### src/rtl/bavg_pkg.sv
// ----------------------------------------------------------------------------
// bavg_pkg
// Shared types, constants and the reciprocal table of the block averager.
// ----------------------------------------------------------------------------
`default_nettype none

package bavg_pkg;

  // Field widths.
  localparam int PIX_W       = 8;
  localparam int SUM_W       = 12;
  localparam int CFG_W       = 12;
  localparam int CFG_INDEX_W = 8;
  localparam int CNT_W       = 5;
  localparam int RECIP_W     = 18;
  localparam int RECIP_SHIFT = 17;

  // Configuration register indexes.
  localparam logic [CFG_INDEX_W-1:0] REG_IMAGE_WIDTH  = 8'd0;
  localparam logic [CFG_INDEX_W-1:0] REG_IMAGE_HEIGHT = 8'd1;

  // Pixel count thresholds for the block size choice.
  localparam logic [31:0] SMALL_LIMIT = 32'd90000;
  localparam logic [31:0] LARGE_LIMIT = 32'd800000;

  // Commands from the controller to the datapath.
  typedef struct packed {
    logic cfg_write;
    logic size_mul;
    logic size_set;
    logic accept;
    logic add;
    logic mul;
    logic out_load;
  } bavg_cmd_t;

  // Status from the datapath to the controller.
  typedef struct packed {
    logic cfg_index_ok;
    logic block_end;
  } bavg_sts_t;

  // Rounded-up reciprocal ceil(2^17 / count). For sums below 4096 and counts
  // up to 16 the product shifted right by 17 is exactly floor(sum / count).
  function automatic logic [RECIP_W-1:0] recip(input logic [CNT_W-1:0] count);
    logic [RECIP_W-1:0] r;
    case (count)
      5'd1:    r = 18'd131072;
      5'd2:    r = 18'd65536;
      5'd3:    r = 18'd43691;
      5'd4:    r = 18'd32768;
      5'd5:    r = 18'd26215;
      5'd6:    r = 18'd21846;
      5'd7:    r = 18'd18725;
      5'd8:    r = 18'd16384;
      5'd9:    r = 18'd14564;
      5'd10:   r = 18'd13108;
      5'd11:   r = 18'd11916;
      5'd12:   r = 18'd10923;
      5'd13:   r = 18'd10083;
      5'd14:   r = 18'd9363;
      5'd15:   r = 18'd8739;
      5'd16:   r = 18'd8192;
      default: r = '0;
    endcase
    return r;
  endfunction

endpackage

`default_nettype wire

### src/rtl/bavg_ctrl.sv
// ----------------------------------------------------------------------------
// bavg_ctrl
// Controller: sequences configuration, accumulation, division and output.
// ----------------------------------------------------------------------------
`default_nettype none

module bavg_ctrl (
  input  wire logic               clk,
  input  wire logic               rst,
  input  wire logic               cfg_valid,
  output logic                    cfg_ready,
  input  wire logic               in_valid,
  output logic                    in_stall,
  output logic                    out_valid,
  input  wire logic               out_stall,
  input  wire bavg_pkg::bavg_sts_t sts,
  output bavg_pkg::bavg_cmd_t     cmd
);
  import bavg_pkg::*;

  localparam logic [2:0] S_IDLE     = 3'd0;
  localparam logic [2:0] S_ADD      = 3'd1;
  localparam logic [2:0] S_MUL      = 3'd2;
  localparam logic [2:0] S_OUT      = 3'd3;
  localparam logic [2:0] S_SIZE_MUL = 3'd4;
  localparam logic [2:0] S_SIZE_SET = 3'd5;

  logic [2:0] state;
  logic [2:0] state_next;
  logic       out_valid_next;
  logic       out_free;

  // Configuration writes are always taken. A pixel is held off while a
  // register write is on the port, so the two never share an edge.
  assign cfg_ready = 1'b1;
  assign in_stall  = (state != S_IDLE) || cfg_valid;
  assign out_free  = !out_valid || !out_stall;

  // Next state and commands.
  always_comb begin
    state_next = state;
    cmd        = '0;
    cmd.cfg_write = cfg_valid;
    case (state)
      S_IDLE: begin
        if (in_valid && !cfg_valid) begin
          cmd.accept = 1'b1;
          state_next = S_ADD;
        end
      end
      S_ADD: begin
        cmd.add    = 1'b1;
        state_next = sts.block_end ? S_MUL : S_IDLE;
      end
      S_MUL: begin
        cmd.mul    = 1'b1;
        state_next = S_OUT;
      end
      S_OUT: begin
        if (out_free) begin
          cmd.out_load = 1'b1;
          state_next   = S_IDLE;
        end
      end
      S_SIZE_MUL: begin
        cmd.size_mul = 1'b1;
        state_next   = S_SIZE_SET;
      end
      S_SIZE_SET: begin
        cmd.size_set = 1'b1;
        state_next   = S_IDLE;
      end
      default: begin
        state_next = S_IDLE;
      end
    endcase
    // A register write restarts the frame and recomputes the block size.
    if (cfg_valid && sts.cfg_index_ok) begin
      state_next = S_SIZE_MUL;
    end
  end

  // Output beat valid flag.
  always_comb begin
    if (cmd.out_load) begin
      out_valid_next = 1'b1;
    end else if (out_stall) begin
      out_valid_next = out_valid;
    end else begin
      out_valid_next = 1'b0;
    end
  end

  always_ff @(posedge clk) begin
    if (rst) begin
      state     <= S_IDLE;
      out_valid <= 1'b0;
    end else begin
      state     <= state_next;
      out_valid <= out_valid_next;
    end
  end

endmodule

`default_nettype wire

### config.mk
export PLATFORM = sky130hd
export DESIGN_NAME = bavg_ctrl
export DESIGN_NICKNAME = d
export VERILOG_FILES = /design/src/rtl/bavg_pkg.sv /design/src/rtl/bavg_ctrl.sv
export SDC_FILE = /design/constraint.sdc
export NUM_CORES = 1
export LEC_CHECK = 0
export BUFFER_PORTS_ARGS = -buffer_cell sky130_fd_sc_hd__buf_2
export CORE_AREA = 2 2 39 41
export DETAILED_ROUTE_END_ITERATION = 12
export DIE_AREA = 0 0 41 43
export SLEW_MARGIN = 20
export SYNTH_ARGS = -nofsm -noshare
export SYNTH_HDL_FRONTEND = slang
export SYNTH_SLANG_ARGS = --single-unit
### constraint.sdc
create_clock -name clk -period 1.38 [get_ports clk]
set_clock_uncertainty 0.15 [all_clocks]
set_input_delay 0.069 -clock clk [delete_from_list [all_inputs] [get_ports clk]]
set_output_delay 0.069 -clock clk [all_outputs]
set_load 0.01 [all_outputs]
# After elaboration in Yosys (flattened, before gate mapping)
# Index checks and enable logic that the tools add are counted.
# word_totals
register_bits,4
inputBits,7
out_inout_bits,10
wordCells,40
# classes
eq_ne,10
mux,15
reduce_logical,12
# ops
cell,n
one-hot mux 3 bit (5 select lines),1
2-to-1 mux 1 bit,10
2-to-1 mux 3 bit,3
equality test 3 x 2 -> 1 bit (second input constant),2
equality test 3 bit (second input constant),2
!= test 3 bit (second input constant),2
!= test 2 bit (second input constant),2
AND reduction 2 bit,2
equality test 3 x 1 -> 1 bit (second input constant),1
zero test 1 bit,3
zero test 3 bit,1
nonzero test 3 bit,1
logical AND 1 bit,2
logical OR 1 bit,2
2-to-1 mux 2 bit,1
!= test 2 x 1 -> 1 bit (second input constant),1
OR reduction 2 bit,1

# Depth between registers and ports, before layout
# Gate-level depths: netlist of run 1.
# depth
word_depth,5
ltp_mapped,4
mapped_depth_nobuf,3

# Worst setup path before layout of run 1
# No wires, ideal clock.
# synth_path
path_kind,register -> register
startpoint,reg state[1]
endpoint,reg state[2]
arrival_time_ns,0.971
required_ns,1.165
slack_ns,0.194
stages_incl_launch_ff,5
path_buffers,1
path_cell_list,dfxtp_1 > buf_4 > nor3b_1 > a21oi_1 > nor2_1
# synth_between
elab_chain_len,3
word_cells_on_any_way,10
cone_classes,eq/ne (6); mux (2); reduce/logical (2)
# synth_rtl
element,line,text
"start, declared",bavg_ctrl.sv:28,logic [2:0] state;
"start signal, assigned",bavg_ctrl.sv:99,state <= state_next;
equality test 3 bit (tied with other cells),bavg_ctrl.sv:44,case (state)
one-hot mux 3 bit (5 select lines) / != test 3 bit (equally long branches),--,
2-to-1 mux 3 bit / AND reduction 2 bit (equally long branches),--,
# Parallel ways exist; a longest one is shown, timed or not.
# A chain may end at the register's enable or synchronous reset.

# Worst setup path after layout of run 1
# layout_path
startpoint,reg state[0]
endpoint,out in_stall
# layout_between
elab_chain_len,2
# layout_rtl
element,line,text
nonzero test 3 bit,bavg_ctrl.sv:36,assign in_stall = (state != S_IDLE) || cfg_valid;
logical OR 1 bit,bavg_ctrl.sv:36,
"end, declared",bavg_ctrl.sv:13,"output logic in_stall,"
# No other way between the ends.

==> impl_metrics.toml, run 1 <==
[sta]
tns_ps = -18.4
final-hold-violation-count = 0
max_freq_ghz = 0.715
post-route-min-period_ps = 1400
finalCritPeriodShare = 1.01
setup-violations-final = 1
slew_viol_final = 0
layout_setup_ws_ps = -18.4
rsz0062_at_grt = "true"

[drt]
ant_nets = 0
num_vias = 320
wl_um = 754
drcViolationCount = 0
drt-pass1-iter-count = 3
routedWlPerCell_um = 10.5
drtIter0Drc = 1
viasPerCell = 4.44

[power_and_ir_drop]
p_leak_nw = 0.213
p_total_mw = 0.372
vdd_ir_drop_max_mv = 0.211
power.density_cell_area_nw_per_um2 = 826

[setup_path]
cp_data_arrival_time_ps = 1180
cp_slowest_cell = "or4_1"
cp_top_family = "simple AND/OR/NAND/NOR gates"
end_kind = "output pin"
worstPathRequired_ps = 1160
worst-path-buf-inv = 1
criticalPathCategory = "flip-flop to output pin"
ff2ff_setup_slack_ps = 260
crit_chain = "or4_1, buf_2"
worstSetupStartpointType = "flip-flop"
cp_max_fo = 2
cpPeakStageDelay_ps = 490

[floorplanning]
core_um2 = 1380
die_area_um2 = 1760
dieHeight_um = 43
start_util = 0.189
std_cell_rows = 14
die_x_um = 41
io_pins = 17

[placement]
gp_congestion = 0.631
port_buffers = 15
hpwlAfterDp_um = 504
preCtsSetupSlack_ps = 167
dpl.cell_count = 61

[clock_network]
cts-root-buf = "clkbuf_4"
clock_latency_ps = 240
clkTransAtPathRegs_ps = 40
clk_path_buf_depth = 2
cts_tree = "done"
numCtsBuffers = 3
htreeDepth = 1
cts.sinks = 4

[grt]
met2_usage = 0.150
gr-total-overflow = 0
grt_pass1_wl_mm = 1.15
grt_usage = 0.102
use_met3 = 0.0314
grt_pass1_vias = 280
antenna_found_initial = 0
met1_usage = 0.106
top_usage_layer = "met2"
grt_max_degree = 10

[synthesis]
synth_nets = 40
synth_seq_area_share = 0.306
syn_inst = 33
syn_area_per_cell_um2 = 7.92
yosys_warnings = 0
synth-seq-cells = 4
syn_area_um2 = 262
yosys.cell_types.count = 16

[cells_and_area]
final_cell_mix = "buf_2, a21oi_1, dlygate4sd3_1, buf_4, nand2_1"
antenna-diode-count = 0
fin_util = 0.325
final_nets = 65
fin_cells = 72
layout_commonest_cell = "buf_2"
drive_gt1_frac = 0.500
area_growth_pct = 72.2

[outcome]
outcome = "finished, violations left"
violations = "setup timing"

[job]
drv_cap = 0

[worst_hold_path]
hold_path_class = "input port to flip-flop"
==> path summary, 6_finish.rpt <==
path / start / to / cells after the start
max: state[0] / in_stall / 2
min: cfg_valid / state[1] / 4
max reg2reg: state[0] / state[0] / 3
min reg2reg: out_valid / out_valid / 2
==> cell usage after synthesis <==
| cell | number | area (um^2) |
|---|---|---|
| dfxtp_1 | 4 | 80.1 |
| inv_1 | 1 | 3.75 |
| nor4_1 | 1 | 6.26 |
| or4_1 | 1 | 7.51 |
| nor2_1 | 1 | 3.75 |
| nor3b_1 | 4 | 30.0 |
| nand2b_1 | 1 | 6.26 |
| nand3_1 | 1 | 5.00 |
| conb_1 | 1 | 3.75 |
| o2111a_1 | 1 | 11.3 |
| nand2_1 | 4 | 15.0 |
| nand3b_1 | 1 | 7.51 |
| a21oi_1 | 6 | 30.0 |
| buf_6 | 1 | 11.3 |
| buf_4 | 4 | 30.0 |
| a21bo_2 | 1 | 10.0 |
==> final cells by class <==
type | instances | area, um^2
well taps | 16 | 20.0
flip-flops and latches | 4 | 85.1
clock buffers | 3 | 22.5
inverters | 1 | 3.75
repair buffers | 25 | 163
multi-input cells | 23 | 156
fillers | 153 | 933
==> registers in the layout (all words and copies together), names as in the netlist <==
signal and count:
state 3, out_valid 1
==> metal layers <==
layer | vias up | routed length (um)
met5 | - | 0
met4 | 0 | 6
met3 | 2 | 61
met2 | 10 | 375
met1 | 150 | 310
li1 | 158 | -
==> per-stage QoR <==
stage / hold WS, ps / cell area (um^2)
after floorplan: -11.9 / 262
after global placement: 116 / 330
after detailed placement: 123 / 330
after CTS: 8.97 / 430
after global routing: 68.1 / 450
final: 19.6 / 450
==> worst reg2reg max path, delay by kind of cell (launching register included) <==
kind | cells | cell delay [ps]
DFF | 1 | 330
AOI/OAI and AO/OA | 2 | 360
buffers and inverters | 1 | 170
==> power by group <==
group	leakage (nW)	internal [mW]	switching [mW]
clock network	0.0138	0.0980	0.0579
registers	0.0338	0.121	0.00369
logic	0.166	0.0481	0.0434
total	0.213	0.267	0.105
==> cell families after synthesis <==
logic type	after synthesis	synth area share
AOI/OAI and AO/OA	8	0.196
DFF	4	0.306
and+or+nand+nor	14	0.311
other	1	0.0143
buffers and inverters	6	0.172
==> repair_timing <==
action                     4_1_cts  5_1_grt
hold endpoints to repair         3        0
hold buffers                     5        0
setup endpoints to repair        3        3
buffers inserted                 3        0
pin swaps                        1        1
gates cloned                     0        0
resized for setup                3        3
Power figures use the tool's default switching activity.
==> inputs of run 2 (changes only) <==
- PLACE_DENSITY_LB_ADDON: not set -> 0.3
- clock period: 1.38 -> 1.6 ns (I/O delays scaled with it)
==> run 2 against run 1 <==
The run now ends clean. Sequential power down 9%. Clock power down 22%. Register-to-register slack worse by 130 ps. Worst hold slack better by 110 ps. Global-route usage down 1.1 points. Critical path depth up 2. Clock-buffer cell count unchanged. Wire length down 23%. Worst setup slack better by 93 ps. Via count down 10%.
==> impl_metrics.toml, run 2 (synthesis gave the netlist of run 1 again) <==
[outcome]
outcome = "finished clean"

[cells_and_area]
area_growth_pct = 49.8
antenna-diode-count = 0
top_regs = "state: 3 flops, out_valid: 1 flops"
largest_reg_flops = 3
final_cell_mix = "buf_2, a21oi_1, dlygate4sd3_1, nor3b_1, nand2_1"
layout_commonest_cell = "buf_2"
final_nets = 60
drive_gt1_frac = 0.431
fin_util = 0.283
regMostFlops = "state"
seq_area_um2 = 83.8
fillCellCount = 153
multi_input_area_um2 = 136

[sta]
max_freq_ghz = 0.655
post-route-min-period_ps = 1530
layout_setup_ws_ps = 74.2
setup-violations-final = 0
final-hold-violation-count = 0
finalCritPeriodShare = 0.954
rsz0062_at_grt = "false"
tns_ps = 0
slew_viol_final = 0
timing.hold.ws_ps = 129

[floorplanning]
start_util = 0.189
std_cell_rows = 14
io_pins = 17
dieHeight_um = 43
die_x_um = 41
die_area_um2 = 1760
core_um2 = 1380

[drt]
drtIter0Drc = 5
drt-pass1-iter-count = 2
routedWlPerCell_um = 8.64
wl_um = 579
ant_nets = 0
drcViolationCount = 0
num_vias = 287
viasPerCell = 4.28

[power_and_ir_drop]
power.density_cell_area_nw_per_um2 = 743
p_total_mw = 0.291
p_leak_nw = 0.183
vdd_ir_drop_max_mv = 0.235

[placement]
preCtsSetupSlack_ps = 304
gp_congestion = 0.605
hpwlAfterDp_um = 451
port_buffers = 15

[clock_network]
clkTransAtPathRegs_ps = 30
cts.sinks = 4
cts_tree = "done"
cts-root-buf = "clkbuf_4"
clock_latency_ps = 230
numCtsBuffers = 3
htreeDepth = 1
cts_setup_buffers = 0
clk_path_buf_depth = 2

[grt]
gr-total-overflow = 0
grt_pass1_vias = 265
grt_usage = 0.0913
antenna_found_initial = 0
grt_max_degree = 12
grt_pass1_wl_mm = 1.01

[setup_path]
worstSetupStartpointType = "input port"
cp_max_fo = 5
end_kind = "output pin"
worstPathRequired_ps = 1370
ff2ff_setup_slack_ps = 130
cp_data_arrival_time_ps = 1300
criticalPathCategory = "input port to output pin"

[job]
drv_cap = 0

[worst_hold_path]
hold_path_class = "input port to flip-flop"
## run 2: through the flow
| step | instance area (um^2) | instances |
|---|---|---|
| floorplan | 262 | 33 |
| global placement | 315 | 59 |
| detailed placement | 315 | 59 |
| CTS | 388 | 67 |
| global route | 392 | 67 |
| finish | 392 | 67 |
## run 2: per-layer routing
metal / track usage / share of wire / vias to the layer above
li1: - / - / 151
met1: 0.106 / 0.42 / 124
met2: 0.106 / 0.45 / 10
met3: 0.0314 / 0.11 / 2
met4: 0.120 / 0.017 / 0
met5: 0 / 0 / -
## run 2: area by class of cell
cell class | instances | area share
well taps | 16 | 0.0511
multi-input cells | 23 | 0.348
repair buffers | 20 | 0.319
clock buffers | 3 | 0.0575
inverters | 1 | 0.00958
flip-flops and latches | 4 | 0.214
## run 2: timing repair
item,4_1_cts,5_1_grt
setup endpoints to repair,0,2
hold endpoints to repair,3,0
resized for setup,0,3
hold buffers,5,0
## run 2: power breakdown
part | switching (mW) | total (mW) | internal [mW]
sequential | 0.00831 | 0.114 | 0.106
clock | 0.0370 | 0.121 | 0.0836
combinational | 0.0256 | 0.0565 | 0.0309
total | 0.0709 | 0.291 | 0.220
## run 2: path summary, 6_finish.rpt
| path | start | end | cells past startpoint |
|---|---|---|---|
| worst max-delay path | cfg_valid | in_stall | 4 |
| worst min register to register | state[1] | state[1] | 2 |
| worst max register to register | state[2] | out_valid | 4 |
| worst min-delay path | out_stall | state[1] | 4 |
## run 2: critical path, stage by stage
cell           delay (ps)
dlygate4sd3_1         530
buf_2                 150
or4_1                 390
buf_2                 150
